===== src/hdl/acfd_pkg.sv =====
// acfd_pkg: shared constants and types for the ir frame decoder
// holds header bytes, decode codes and the frame state struct
// no dependencies
`timescale 1ns / 1ps
`default_nettype none

package acfd_pkg;

   // frame layout
   localparam logic [3:0] FRAME_LEN   = 4'd13;
   localparam logic [3:0] POS_HDR0    = 4'd0;
   localparam logic [3:0] POS_HDR1    = 4'd1;
   localparam logic [3:0] POS_HDR2    = 4'd2;
   localparam logic [3:0] POS_TEMP    = 4'd4;
   localparam logic [3:0] POS_POWER   = 4'd5;
   localparam logic [3:0] POS_MODEFAN = 4'd6;
   localparam logic [3:0] POS_SUM     = 4'd12;

   // header bytes
   localparam logic [7:0] HDR0 = 8'hAA;
   localparam logic [7:0] HDR1 = 8'h5A;
   localparam logic [7:0] HDR2 = 8'hCF;

   // power byte values
   localparam logic [7:0] PWR_OFF_BYTE = 8'h21;
   localparam logic [7:0] PWR_ON_BYTE  = 8'h31;

   // mode nibble values (low nibble of byte 6)
   localparam logic [3:0] MODE_NIB_HEAT = 4'h1;
   localparam logic [3:0] MODE_NIB_COOL = 4'h2;
   localparam logic [3:0] MODE_NIB_DRY  = 4'h3;

   // fan nibble values (high nibble of byte 6)
   localparam logic [3:0] FAN_NIB_AUTO = 4'h2;
   localparam logic [3:0] FAN_NIB_S1   = 4'h3;
   localparam logic [3:0] FAN_NIB_S2   = 4'h5;
   localparam logic [3:0] FAN_NIB_S3   = 4'h7;

   // temperature
   localparam logic [8:0] TEMP_OFFSET  = 9'd17;
   localparam logic [8:0] TEMP_DEFAULT = 9'd10;

   // result codes
   localparam logic [1:0] POWER_UNKNOWN = 2'd0;
   localparam logic [1:0] POWER_OFF     = 2'd1;
   localparam logic [1:0] POWER_ON      = 2'd2;

   localparam logic [2:0] MODE_UNKNOWN    = 3'd0;
   localparam logic [2:0] MODE_HEAT       = 3'd1;
   localparam logic [2:0] MODE_MAINT_HEAT = 3'd2;
   localparam logic [2:0] MODE_COOL       = 3'd3;
   localparam logic [2:0] MODE_DRY        = 3'd4;

   localparam logic [2:0] FAN_UNKNOWN = 3'd0;
   localparam logic [2:0] FAN_AUTO    = 3'd1;
   localparam logic [2:0] FAN_SPEED1  = 3'd2;
   localparam logic [2:0] FAN_SPEED2  = 3'd3;
   localparam logic [2:0] FAN_SPEED3  = 3'd4;

   // running state of the frame being received
   typedef struct packed {
      logic [3:0] byte_index;
      logic       header_ok;
      logic [7:0] xor_acc;
      logic [7:0] temp_byte;
      logic [7:0] power_byte;
      logic [7:0] mode_fan_byte;
   } frame_state_type;

   // one decoded result
   typedef struct packed {
      logic       sum_ok;
      logic [3:0] received_sum;
      logic [3:0] computed_sum;
      logic [2:0] fan_speed;
      logic [8:0] temperature;
      logic [2:0] op_mode;
      logic [1:0] power_state;
      logic       is_match;
   } result_type;

   localparam int RESULT_BITS = $bits(result_type);
   localparam int RSP_DATA_BITS = 32;

endpackage

`default_nettype wire


===== src/hdl/acfd_frame_track.sv =====
// acfd_frame_track: per-frame state registers of the ir frame decoder
// counts bytes, checks header, accumulates xor, keeps bytes 4 to 6
// depends on acfd_pkg
`timescale 1ns / 1ps
`default_nettype none

module acfd_frame_track (
   input  wire logic                      clock,
   input  wire logic                      reset,
   input  wire logic                      byte_accept,
   input  wire logic [7:0]                frame_byte,
   input  wire logic                      last_byte,
   output acfd_pkg::frame_state_type      state
);

   acfd_pkg::frame_state_type state_ff;
   acfd_pkg::frame_state_type state_in;

   // next state for one accepted byte
   always_comb begin
      state_in = state_ff;
      if (byte_accept) begin
         if ((state_ff.byte_index == acfd_pkg::POS_HDR0 && frame_byte != acfd_pkg::HDR0) ||
             (state_ff.byte_index == acfd_pkg::POS_HDR1 && frame_byte != acfd_pkg::HDR1) ||
             (state_ff.byte_index == acfd_pkg::POS_HDR2 && frame_byte != acfd_pkg::HDR2)) begin
            state_in.header_ok = 1'b0;
         end
         if (state_ff.byte_index < acfd_pkg::POS_SUM) begin
            state_in.xor_acc = state_ff.xor_acc ^ frame_byte;
         end
         if (state_ff.byte_index == acfd_pkg::POS_TEMP) begin
            state_in.temp_byte = frame_byte;
         end
         if (state_ff.byte_index == acfd_pkg::POS_POWER) begin
            state_in.power_byte = frame_byte;
         end
         if (state_ff.byte_index == acfd_pkg::POS_MODEFAN) begin
            state_in.mode_fan_byte = frame_byte;
         end
         // saturate so over-long frames never match
         if (state_ff.byte_index < acfd_pkg::FRAME_LEN) begin
            state_in.byte_index = state_ff.byte_index + 4'd1;
         end
         // final byte starts a fresh frame
         if (last_byte) begin
            state_in = '{byte_index: 4'd0, header_ok: 1'b1, xor_acc: 8'd0,
                         temp_byte: 8'd0, power_byte: 8'd0, mode_fan_byte: 8'd0};
         end
      end
   end

   // state registers
   always_ff @(posedge clock) begin
      if (reset) begin
         state_ff <= '{byte_index: 4'd0, header_ok: 1'b1, xor_acc: 8'd0,
                       temp_byte: 8'd0, power_byte: 8'd0, mode_fan_byte: 8'd0};
      end else begin
         state_ff <= state_in;
      end
   end

   assign state = state_ff;

endmodule

`default_nettype wire


===== src/hdl/acfd_decode.sv =====
// acfd_decode: decodes the final byte and the frame state into one result
// pure combinational; all fields are zero when the frame does not match
// depends on acfd_pkg
`timescale 1ns / 1ps
`default_nettype none

module acfd_decode (
   input  wire acfd_pkg::frame_state_type state,
   input  wire logic [7:0]                frame_byte,
   output acfd_pkg::result_type           result
);

   logic [7:0] sum_byte;
   logic [3:0] sum_nib;
   logic [3:0] mode_nib;
   logic [3:0] fan_nib;
   logic       temp_zero;
   logic       frame_ok;

   assign sum_byte  = state.xor_acc ^ {4'h0, frame_byte[3:0]};
   assign sum_nib   = sum_byte[7:4] ^ sum_byte[3:0];
   assign mode_nib  = state.mode_fan_byte[3:0];
   assign fan_nib   = state.mode_fan_byte[7:4];
   assign temp_zero = (state.temp_byte == 8'd0);
   assign frame_ok  = (state.byte_index == acfd_pkg::POS_SUM) && state.header_ok;

   always_comb begin
      result = '0;
      if (frame_ok) begin
         result.is_match = 1'b1;

         // power
         if (state.power_byte == acfd_pkg::PWR_OFF_BYTE) begin
            result.power_state = acfd_pkg::POWER_OFF;
         end else if (state.power_byte == acfd_pkg::PWR_ON_BYTE) begin
            result.power_state = acfd_pkg::POWER_ON;
         end else begin
            result.power_state = acfd_pkg::POWER_UNKNOWN;
         end

         // mode, heat becomes maintenance heat when temperature byte is zero
         case (mode_nib)
            acfd_pkg::MODE_NIB_HEAT: begin
               result.op_mode = temp_zero ? acfd_pkg::MODE_MAINT_HEAT : acfd_pkg::MODE_HEAT;
            end
            acfd_pkg::MODE_NIB_COOL: result.op_mode = acfd_pkg::MODE_COOL;
            acfd_pkg::MODE_NIB_DRY:  result.op_mode = acfd_pkg::MODE_DRY;
            default:                 result.op_mode = acfd_pkg::MODE_UNKNOWN;
         endcase

         // temperature
         result.temperature = temp_zero ? acfd_pkg::TEMP_DEFAULT
                                        : {1'b0, state.temp_byte} + acfd_pkg::TEMP_OFFSET;

         // fan
         case (fan_nib)
            acfd_pkg::FAN_NIB_AUTO: result.fan_speed = acfd_pkg::FAN_AUTO;
            acfd_pkg::FAN_NIB_S1:   result.fan_speed = acfd_pkg::FAN_SPEED1;
            acfd_pkg::FAN_NIB_S2:   result.fan_speed = acfd_pkg::FAN_SPEED2;
            acfd_pkg::FAN_NIB_S3:   result.fan_speed = acfd_pkg::FAN_SPEED3;
            default:                result.fan_speed = acfd_pkg::FAN_UNKNOWN;
         endcase

         // checksum
         result.computed_sum = sum_nib;
         result.received_sum = frame_byte[7:4];
         result.sum_ok       = (sum_nib == frame_byte[7:4]);
      end
   end

endmodule

`default_nettype wire


===== src/hdl/ac_ir_frame_decoder_unit.sv =====
// ac_ir_frame_decoder_unit: top level of the ir air-conditioner frame decoder
// instantiates acfd_frame_track and acfd_decode, holds the result register
// depends on acfd_pkg
`timescale 1ns / 1ps
`default_nettype none

// Takes one received frame byte per transfer on the req stream, with tlast on
// the final byte, and gives one result transfer on the rsp stream for every
// final byte. A byte is taken in every cycle in which req_tready is high; the
// result of a final byte is registered and appears on rsp in the cycle after
// its transfer. req_tready is low only while a result waits in the output
// register and rsp_tready is low. A frame matches when it is exactly 13 bytes
// and starts AA 5A CF; otherwise every result field is zero. State returns to
// its reset values after every final byte.
module ac_ir_frame_decoder_unit (
   input  wire logic        clock,
   input  wire logic        reset,
   // req stream
   input  wire logic        req_tvalid,
   output      logic        req_tready,
   input  wire logic [7:0]  req_tdata,   // [7:0] frame_byte
   input  wire logic        req_tlast,   // last_byte
   // rsp stream
   output      logic        rsp_tvalid,
   input  wire logic        rsp_tready,
   output      logic [31:0] rsp_tdata    // [0] is_match, [2:1] power_state,
                                         // [5:3] op_mode, [14:6] temperature,
                                         // [17:15] fan_speed, [21:18] computed_sum,
                                         // [25:22] received_sum, [26] sum_ok
);

   acfd_pkg::frame_state_type frame_state;
   acfd_pkg::result_type      result;
   acfd_pkg::result_type      rsp_data_ff;
   logic                      rsp_valid_ff;
   logic                      rsp_valid_in;
   logic                      req_accept;

   // input transfer
   assign req_tready = !rsp_valid_ff || rsp_tready;
   assign req_accept = req_tvalid && req_tready;

   acfd_frame_track u_track (
      .clock       (clock),
      .reset       (reset),
      .byte_accept (req_accept),
      .frame_byte  (req_tdata),
      .last_byte   (req_tlast),
      .state       (frame_state)
   );

   acfd_decode u_decode (
      .state      (frame_state),
      .frame_byte (req_tdata),
      .result     (result)
   );

   // result register valid
   always_comb begin
      rsp_valid_in = rsp_valid_ff;
      if (rsp_valid_ff && rsp_tready) begin
         rsp_valid_in = 1'b0;
      end
      if (req_accept && req_tlast) begin
         rsp_valid_in = 1'b1;
      end
   end

   always_ff @(posedge clock) begin
      if (reset) begin
         rsp_valid_ff <= 1'b0;
      end else begin
         rsp_valid_ff <= rsp_valid_in;
      end
   end

   // result payload
   always_ff @(posedge clock) begin
      if (req_accept && req_tlast) begin
         rsp_data_ff <= result;
      end
   end

   assign rsp_tvalid = rsp_valid_ff;
   assign rsp_tdata  = {{(acfd_pkg::RSP_DATA_BITS - acfd_pkg::RESULT_BITS){1'b0}},
                        rsp_data_ff};

`ifndef SYNTHESIS
   // a final byte always leaves a result pending
   a_last_gives_result: assert property (@(posedge clock) disable iff (reset)
      req_accept && req_tlast |=> rsp_tvalid)
      else $error("final byte transfer did not produce a result");

   // a non-final byte never creates a result
   a_no_spurious_result: assert property (@(posedge clock) disable iff (reset)
      req_accept && !req_tlast && (!rsp_valid_ff || rsp_tready) |=> !rsp_tvalid)
      else $error("result appeared without a final byte");

   // a mismatched frame has all fields zero
   a_mismatch_zero: assert property (@(posedge clock) disable iff (reset)
      rsp_tvalid && !rsp_tdata[0] |-> rsp_tdata[26:1] == 26'd0)
      else $error("mismatched frame carries nonzero fields");

   // frame state restarts after a final byte
   a_state_restart: assert property (@(posedge clock) disable iff (reset)
      req_accept && req_tlast |=> frame_state.byte_index == 4'd0 && frame_state.header_ok)
      else $error("frame state not cleared after final byte");

   // byte index saturates at frame length
   a_index_bound: assert property (@(posedge clock) disable iff (reset)
      frame_state.byte_index <= acfd_pkg::FRAME_LEN)
      else $error("byte index beyond saturation");
`endif

endmodule

`default_nettype wire


===== config.mk =====
export PLATFORM = sky130hd
export DESIGN_NAME = ac_ir_frame_decoder_unit
export DESIGN_NICKNAME = d
export VERILOG_FILES = /design/src/hdl/acfd_pkg.sv /design/src/hdl/acfd_frame_track.sv /design/src/hdl/acfd_decode.sv /design/src/hdl/ac_ir_frame_decoder_unit.sv
export SDC_FILE = /design/constraint.sdc
export NUM_CORES = 1
export LEC_CHECK = 0
export BUFFER_PORTS_ARGS = -buffer_cell sky130_fd_sc_hd__buf_2
export CORE_MARGIN = 8
export CORE_UTILIZATION = 55
export DETAILED_ROUTE_END_ITERATION = 8
export PLACE_DENSITY = 0.76
export SETUP_SLACK_MARGIN = 0.4
export SLEW_MARGIN = 20
export SYNTH_ARGS = -nofsm -noshare
export SYNTH_HDL_FRONTEND = slang
export SYNTH_SLANG_ARGS = --single-unit

===== constraint.sdc =====
create_clock -name clock -period 2.6 [get_ports clock]
set_clock_uncertainty 0.05 [all_clocks]
set_input_delay 0.52 -clock clock [delete_from_list [all_inputs] [get_ports clock]]
set_output_delay 0.52 -clock clock [all_outputs]
set_load 0.03 [all_outputs]

Word level (Yosys, flattened, before mapping)

Cells that the tools add are included.

Bits in registers: 65
Latch bits: 0
Memory bits (writable): 0
ROM bits: 0
Input port bits: 13
Output and inout bits: 34
Logic and storage cells: 88
Memories kept: 0

Add/subtract/negate cells: 2
Multipliers: 0
Divide/modulo/power cells: 0
Magnitude comparators: 2
Equal/unequal tests: 19
Shifts and indexed selects: 0
Multiplexer cells: 16
Bitwise logic cells: 4
Reduce and logical (&&, ||, !) cells: 28

Operators by type and width:

| operator                                                              | number |
|---|---|
| 37-bit 2-to-1 mux                                                     | 1 |
| 8-bit 2-to-1 mux                                                      | 4 |
| 4-bit by 2-bit equality test with 1-bit output, second input constant | 5 |
| 4-bit by 3-bit equality test with 1-bit output, second input constant | 5 |
| 8-bit by 6-bit equality test with 1-bit output, second input constant | 2 |
| 8-bit != test, second input constant                                  | 2 |
| 2-bit nonzero test                                                    | 7 |
| 3-bit one-hot mux with 4 select lines                                 | 1 |
| 2-bit AND reduction                                                   | 6 |
| 8-bit by 5-bit adder with 9-bit output, second input constant         | 1 |
| 3-bit one-hot mux with 3 select lines                                 | 1 |
| 4-bit by 1-bit equality test with 1-bit output, second input constant | 2 |
| 8-bit zero test                                                       | 1 |
| 4-bit < comparator, second input constant                             | 2 |
| 4-bit 2-to-1 mux                                                      | 2 |
| 8-bit by 7-bit != test with 1-bit output, second input constant       | 1 |
| 8-bit by 4-bit XOR with 8-bit output                                  | 1 |
| 8-bit XOR                                                             | 1 |
| 1-bit logical AND                                                     | 7 |
| 1-bit 2-to-1 mux                                                      | 5 |
| 4-bit by 1-bit adder with 4-bit output, second input constant         | 1 |
| 4-bit equality test                                                   | 1 |
| 4-bit equality test, second input constant                            | 1 |
| 4-bit zero test                                                       | 1 |
| other kinds (6)                                                       | 10 |

Logic depth before layout (Yosys ltp)

Depth after elaboration: 6
Mapped depth: 7
Depth with buffers taken out: 6

Hierarchy

Synthesis repeated with hierarchy kept, for this count alone.

Cells, all modules: 302
Area, all modules: 3224.3 µm²

By module, submodules not included:

| module                   | times used | cells each | area each (µm²) | sequential area each (µm²) |
|---|---|---|---|---|
| acfd_frame_track         | 1          | 180        | 1746.7          | 740.7 |
| ac_ir_frame_decoder_unit | 1          | 39         | 919.6           | 830.8 |
| acfd_decode              | 1          | 83         | 558.0           | 0.0 |

Worst setup path after synthesis

OpenSTA, ideal clock, no wires.

Kind: input to register
Start: input req_tvalid
End: register rsp_data_ff (netlist bit rsp_tdata[0]), enable pin
Setup time: 0.382 ns
Arrival time: 1.724 ns
Slack: 0.445 ns
Cell stages on the path: 4
Path buffers: 2
Cells stage by stage: clkbuf_1 -> nand3_2 -> clkbuf_1 -> inv_1

Longest elaborated chain between the ends: 2

RTL lines:

| element              | line                           | text |
|---|---|---|
| from (decl)          | ac_ir_frame_decoder_unit.sv:19 | `input wire logic req_tvalid,` |
| 1-bit logical AND    | ac_ir_frame_decoder_unit.sv:41 | `assign req_accept = req_tvalid && req_tready;` |
| 1-bit logical AND    | ac_ir_frame_decoder_unit.sv:79 | `if (req_accept && req_tlast) begin` |
| to (signal assigned) | ac_ir_frame_decoder_unit.sv:80 | `rsp_data_ff <= result;` |
| to (decl)            | ac_ir_frame_decoder_unit.sv:34 | `acfd_pkg::result_type rsp_data_ff;` |

Every way passes these cells.
A chain may end at the register's enable or synchronous reset.

Worst setup path after layout

Start: register rsp_valid_ff, in the netlist rsp_tvalid
End: output req_tready

Longest elaborated chain between the ends: 2

RTL lines:

| element                | line                           | text |
|---|---|---|
| from (decl)            | ac_ir_frame_decoder_unit.sv:35 | `logic rsp_valid_ff;` |
| from (signal assigned) | ac_ir_frame_decoder_unit.sv:73 | `rsp_valid_ff <= rsp_valid_in;` |
| 1-bit zero test        | ac_ir_frame_decoder_unit.sv:40 | `assign req_tready = !rsp_valid_ff \|\| rsp_tready;` |
| 1-bit logical OR       | ac_ir_frame_decoder_unit.sv:40 |  |
| to (decl)              | ac_ir_frame_decoder_unit.sv:20 | `output logic req_tready,` |

Every way passes these cells.

==> impl_metrics.ini <==
[timing]
rsz0062_at_grt = no
whs_ps = 413
tightest_slew_ps = 684
slew_headroom = 0.544
finalSetupViolCount = 0
setup_tns_ps = 0
hold_violations = 0
finalCriticalPeriod_ps = 2040
slew_viol_final = 0
fin_crit_sh = 0.783
timing.fmax_ghz = 0.491

[synthesis]
ys_ff_latch = 65
synthCells = 312
synth_edf_count = 27
ys_seq_area_frac = 0.514
yosys_warnings = 0
yosysTopAreaCellShare = 0.265
syn_area_per_cell_sq_um = 9.80
synth_area_sq_mm = 0.00306
yosys.area.top_type = edfxtp_1
async_reset_ff_frac = 0
ys_top_cells_by_area = edfxtp_1 (27%), dfxtp_1 (25%), nand3_1 (8.2%)
ys_dominant_reg_cell = dfxtp_1
ys_types = 49

[placed_design]
port_buffers = 41
place_congestion = 0.827
placed_area_sq_mm = 0.00327
dp.cells = 409
hpwl_microns = 4390

[floorplanning]
die-area_sq_mm = 0.00820
start_util = 0.562
coreArea_sq_mm = 0.00544
rows = 27
num_io_pins = 47
die_y_microns = 90.6
die_w_microns = 90.6

[detailed_routing]
wl_microns = 6440
vias = 2377
wire_per_inst_microns = 15.1
antenna_left = 0
drtIter0Drc = 166
dr.pass1.iters = 4
drc = 0
vias_per_cell = 5.59

[finish]
layout.area.seq_sq_mm = 0.00157
final_area_sq_mm = 0.00350
num_antenna_cells = 0
fillCellCount = 445
drive_gt1_frac = 0.190
fin_cells = 425
final_nets = 367
area_growth_pct = 14.3
final_util = 0.643
multi_input_area_sq_mm = 0.00132

[worst_setup_path]
critPathLaunchType = flip-flop
crit_path_end_kind = primary output
worstPathMaxFanout = 19
ff2ff_path_depth = 6
crit_arrival_ps = 1470
crit_type = reg2out
crit_required_ps = 2030

[pwr]
peakVddDrop_v = 0.000378
power_density_mw_per_mm2 = 646
p_leak_nw = 1.36

[clocking]
tritoncts.num_buffers = 9
cts_resized = 0
post-cts-setup-buffers = 0
tritoncts = yes
cts_sinks = 65
cts.path.max_buffers = 2
ctsHoldBuffers = 0
cts-root-buf = clkbuf_8
clkLatencyLatePin_ps = 340
clk_pin_slew_ps = 70
cts_max_level = 3

[grt]
track_usage = 0.161
grt_first_pass_wirelength_microns = 10600
grt_pass1_vias = 2185
overflow = 0
antenna_found_initial = 0
grt_max_degree = 28

[min_path]
worstHoldPathCells = 2
worstHoldPathType = reg2reg

[flow_run]
maxCapViolations = 0

[run_status]
outcome = completed
cells by family after synthesis:
logic type               count (synthesis)  share of synthesized area
other                                    1                    0.00123
AND/OR/NAND/NOR                        134                      0.235
AO/OA/AOI/OAI                           45                     0.0876
buffers and inverters                   37                     0.0593
XOR/XNOR                                23                     0.0749
flip-flops                              65                      0.514
adder cells (fa/ha/maj)                  6                     0.0245
multiplexers                             1                    0.00327
where the power goes:
part	switching, W	total [W]	internal (W)
Clock	0.000366	0.000957	0.000590
Sequential	0.0000123	0.00110	0.00109
Combinational	0.000140	0.000206	0.0000659
final timing paths:
| check | slack, ps | end | startpoint |
|---|---|---|---|
| worst min-delay path | 410 | u_track.state[3]$_SDFFE_PP0P_ | u_track.state[3]$_SDFFE_PP0P_ |
| worst min register to register | 410 | u_track.state[3]$_SDFFE_PP0P_ | u_track.state[3]$_SDFFE_PP0P_ |
| worst max-delay path | 560 | req_tready | rsp_tvalid$_SDFFE_PP0P_ |
| worst max register to register | 690 | rsp_tdata[11]$_SDFFCE_PP0P_ | u_track.state[16]$_SDFFE_PP0P_ |
critical path: stages, from the launching register on:
cell and delay (ps):
dfxtp_1 310, nand2b_1 490, buf_2 320
synthesized netlist by cell type, types with 3 or more instances:
cell and instances:
a21oi_1 32, buf_1 3, buf_2 4, buf_4 6, clkbuf_1 11, dfxtp_1 38, edfxtp_1 27, ha_1 6
inv_1 11, nand2_1 11, nand2b_1 3, nand3_1 50, nand4_1 14, nor2_1 26, nor2b_1 5, nor3_1 4
xnor2_1 6, xor2_1 15
state kept, by name, indices dropped and copies added, names as in the netlist:
name           cells
rsp_tvalid         1
u_track.state     37
rsp_tdata         27
per-layer routing:
layer,GRT usage,part of all wire
met1,0.187,0.43
met2,0.258,0.47
met3,0.0449,0.075
met4,0.101,0.018
met5,0,0
final cells by class:
class,count,share of cell area
multi-input cells,214,0.378
well taps,72,0.0258
clock inverters,3,0.0183
inverters,11,0.0118
clock buffers,13,0.0455
repair buffers,47,0.0716
flip-flops and latches,65,0.450
layout by cell type (no fill, tap or decap), types with 3 or more instances in the layout:
| cell type | instances |
|---|---|
| dfxtp_1 | 38 |
| nand2b_1 | 3 |
| nand2_1 | 11 |
| inv_1 | 11 |
| nand4_1 | 14 |
| buf_2 | 41 |
| nand3_1 | 50 |
| edfxtp_1 | 27 |
| buf_4 | 6 |
| nor2_1 | 26 |
| a21oi_1 | 32 |
| xnor2_1 | 6 |
| ha_1 | 6 |
| conb_1 | 5 |
| clkbuf_8 | 11 |
| nor2b_1 | 5 |
| xor2_1 | 15 |
| nor3_1 | 4 |
stage by stage:
step	setup slack, ps	total power, W
after floorplan	445	0.00127
after global placement	547	0.00132
after detailed placement	457	0.00133
after CTS	560	0.00228
after global routing	490	0.00234
final	564	0.00226
No activity file was read; power rests on OpenSTA's default activity.
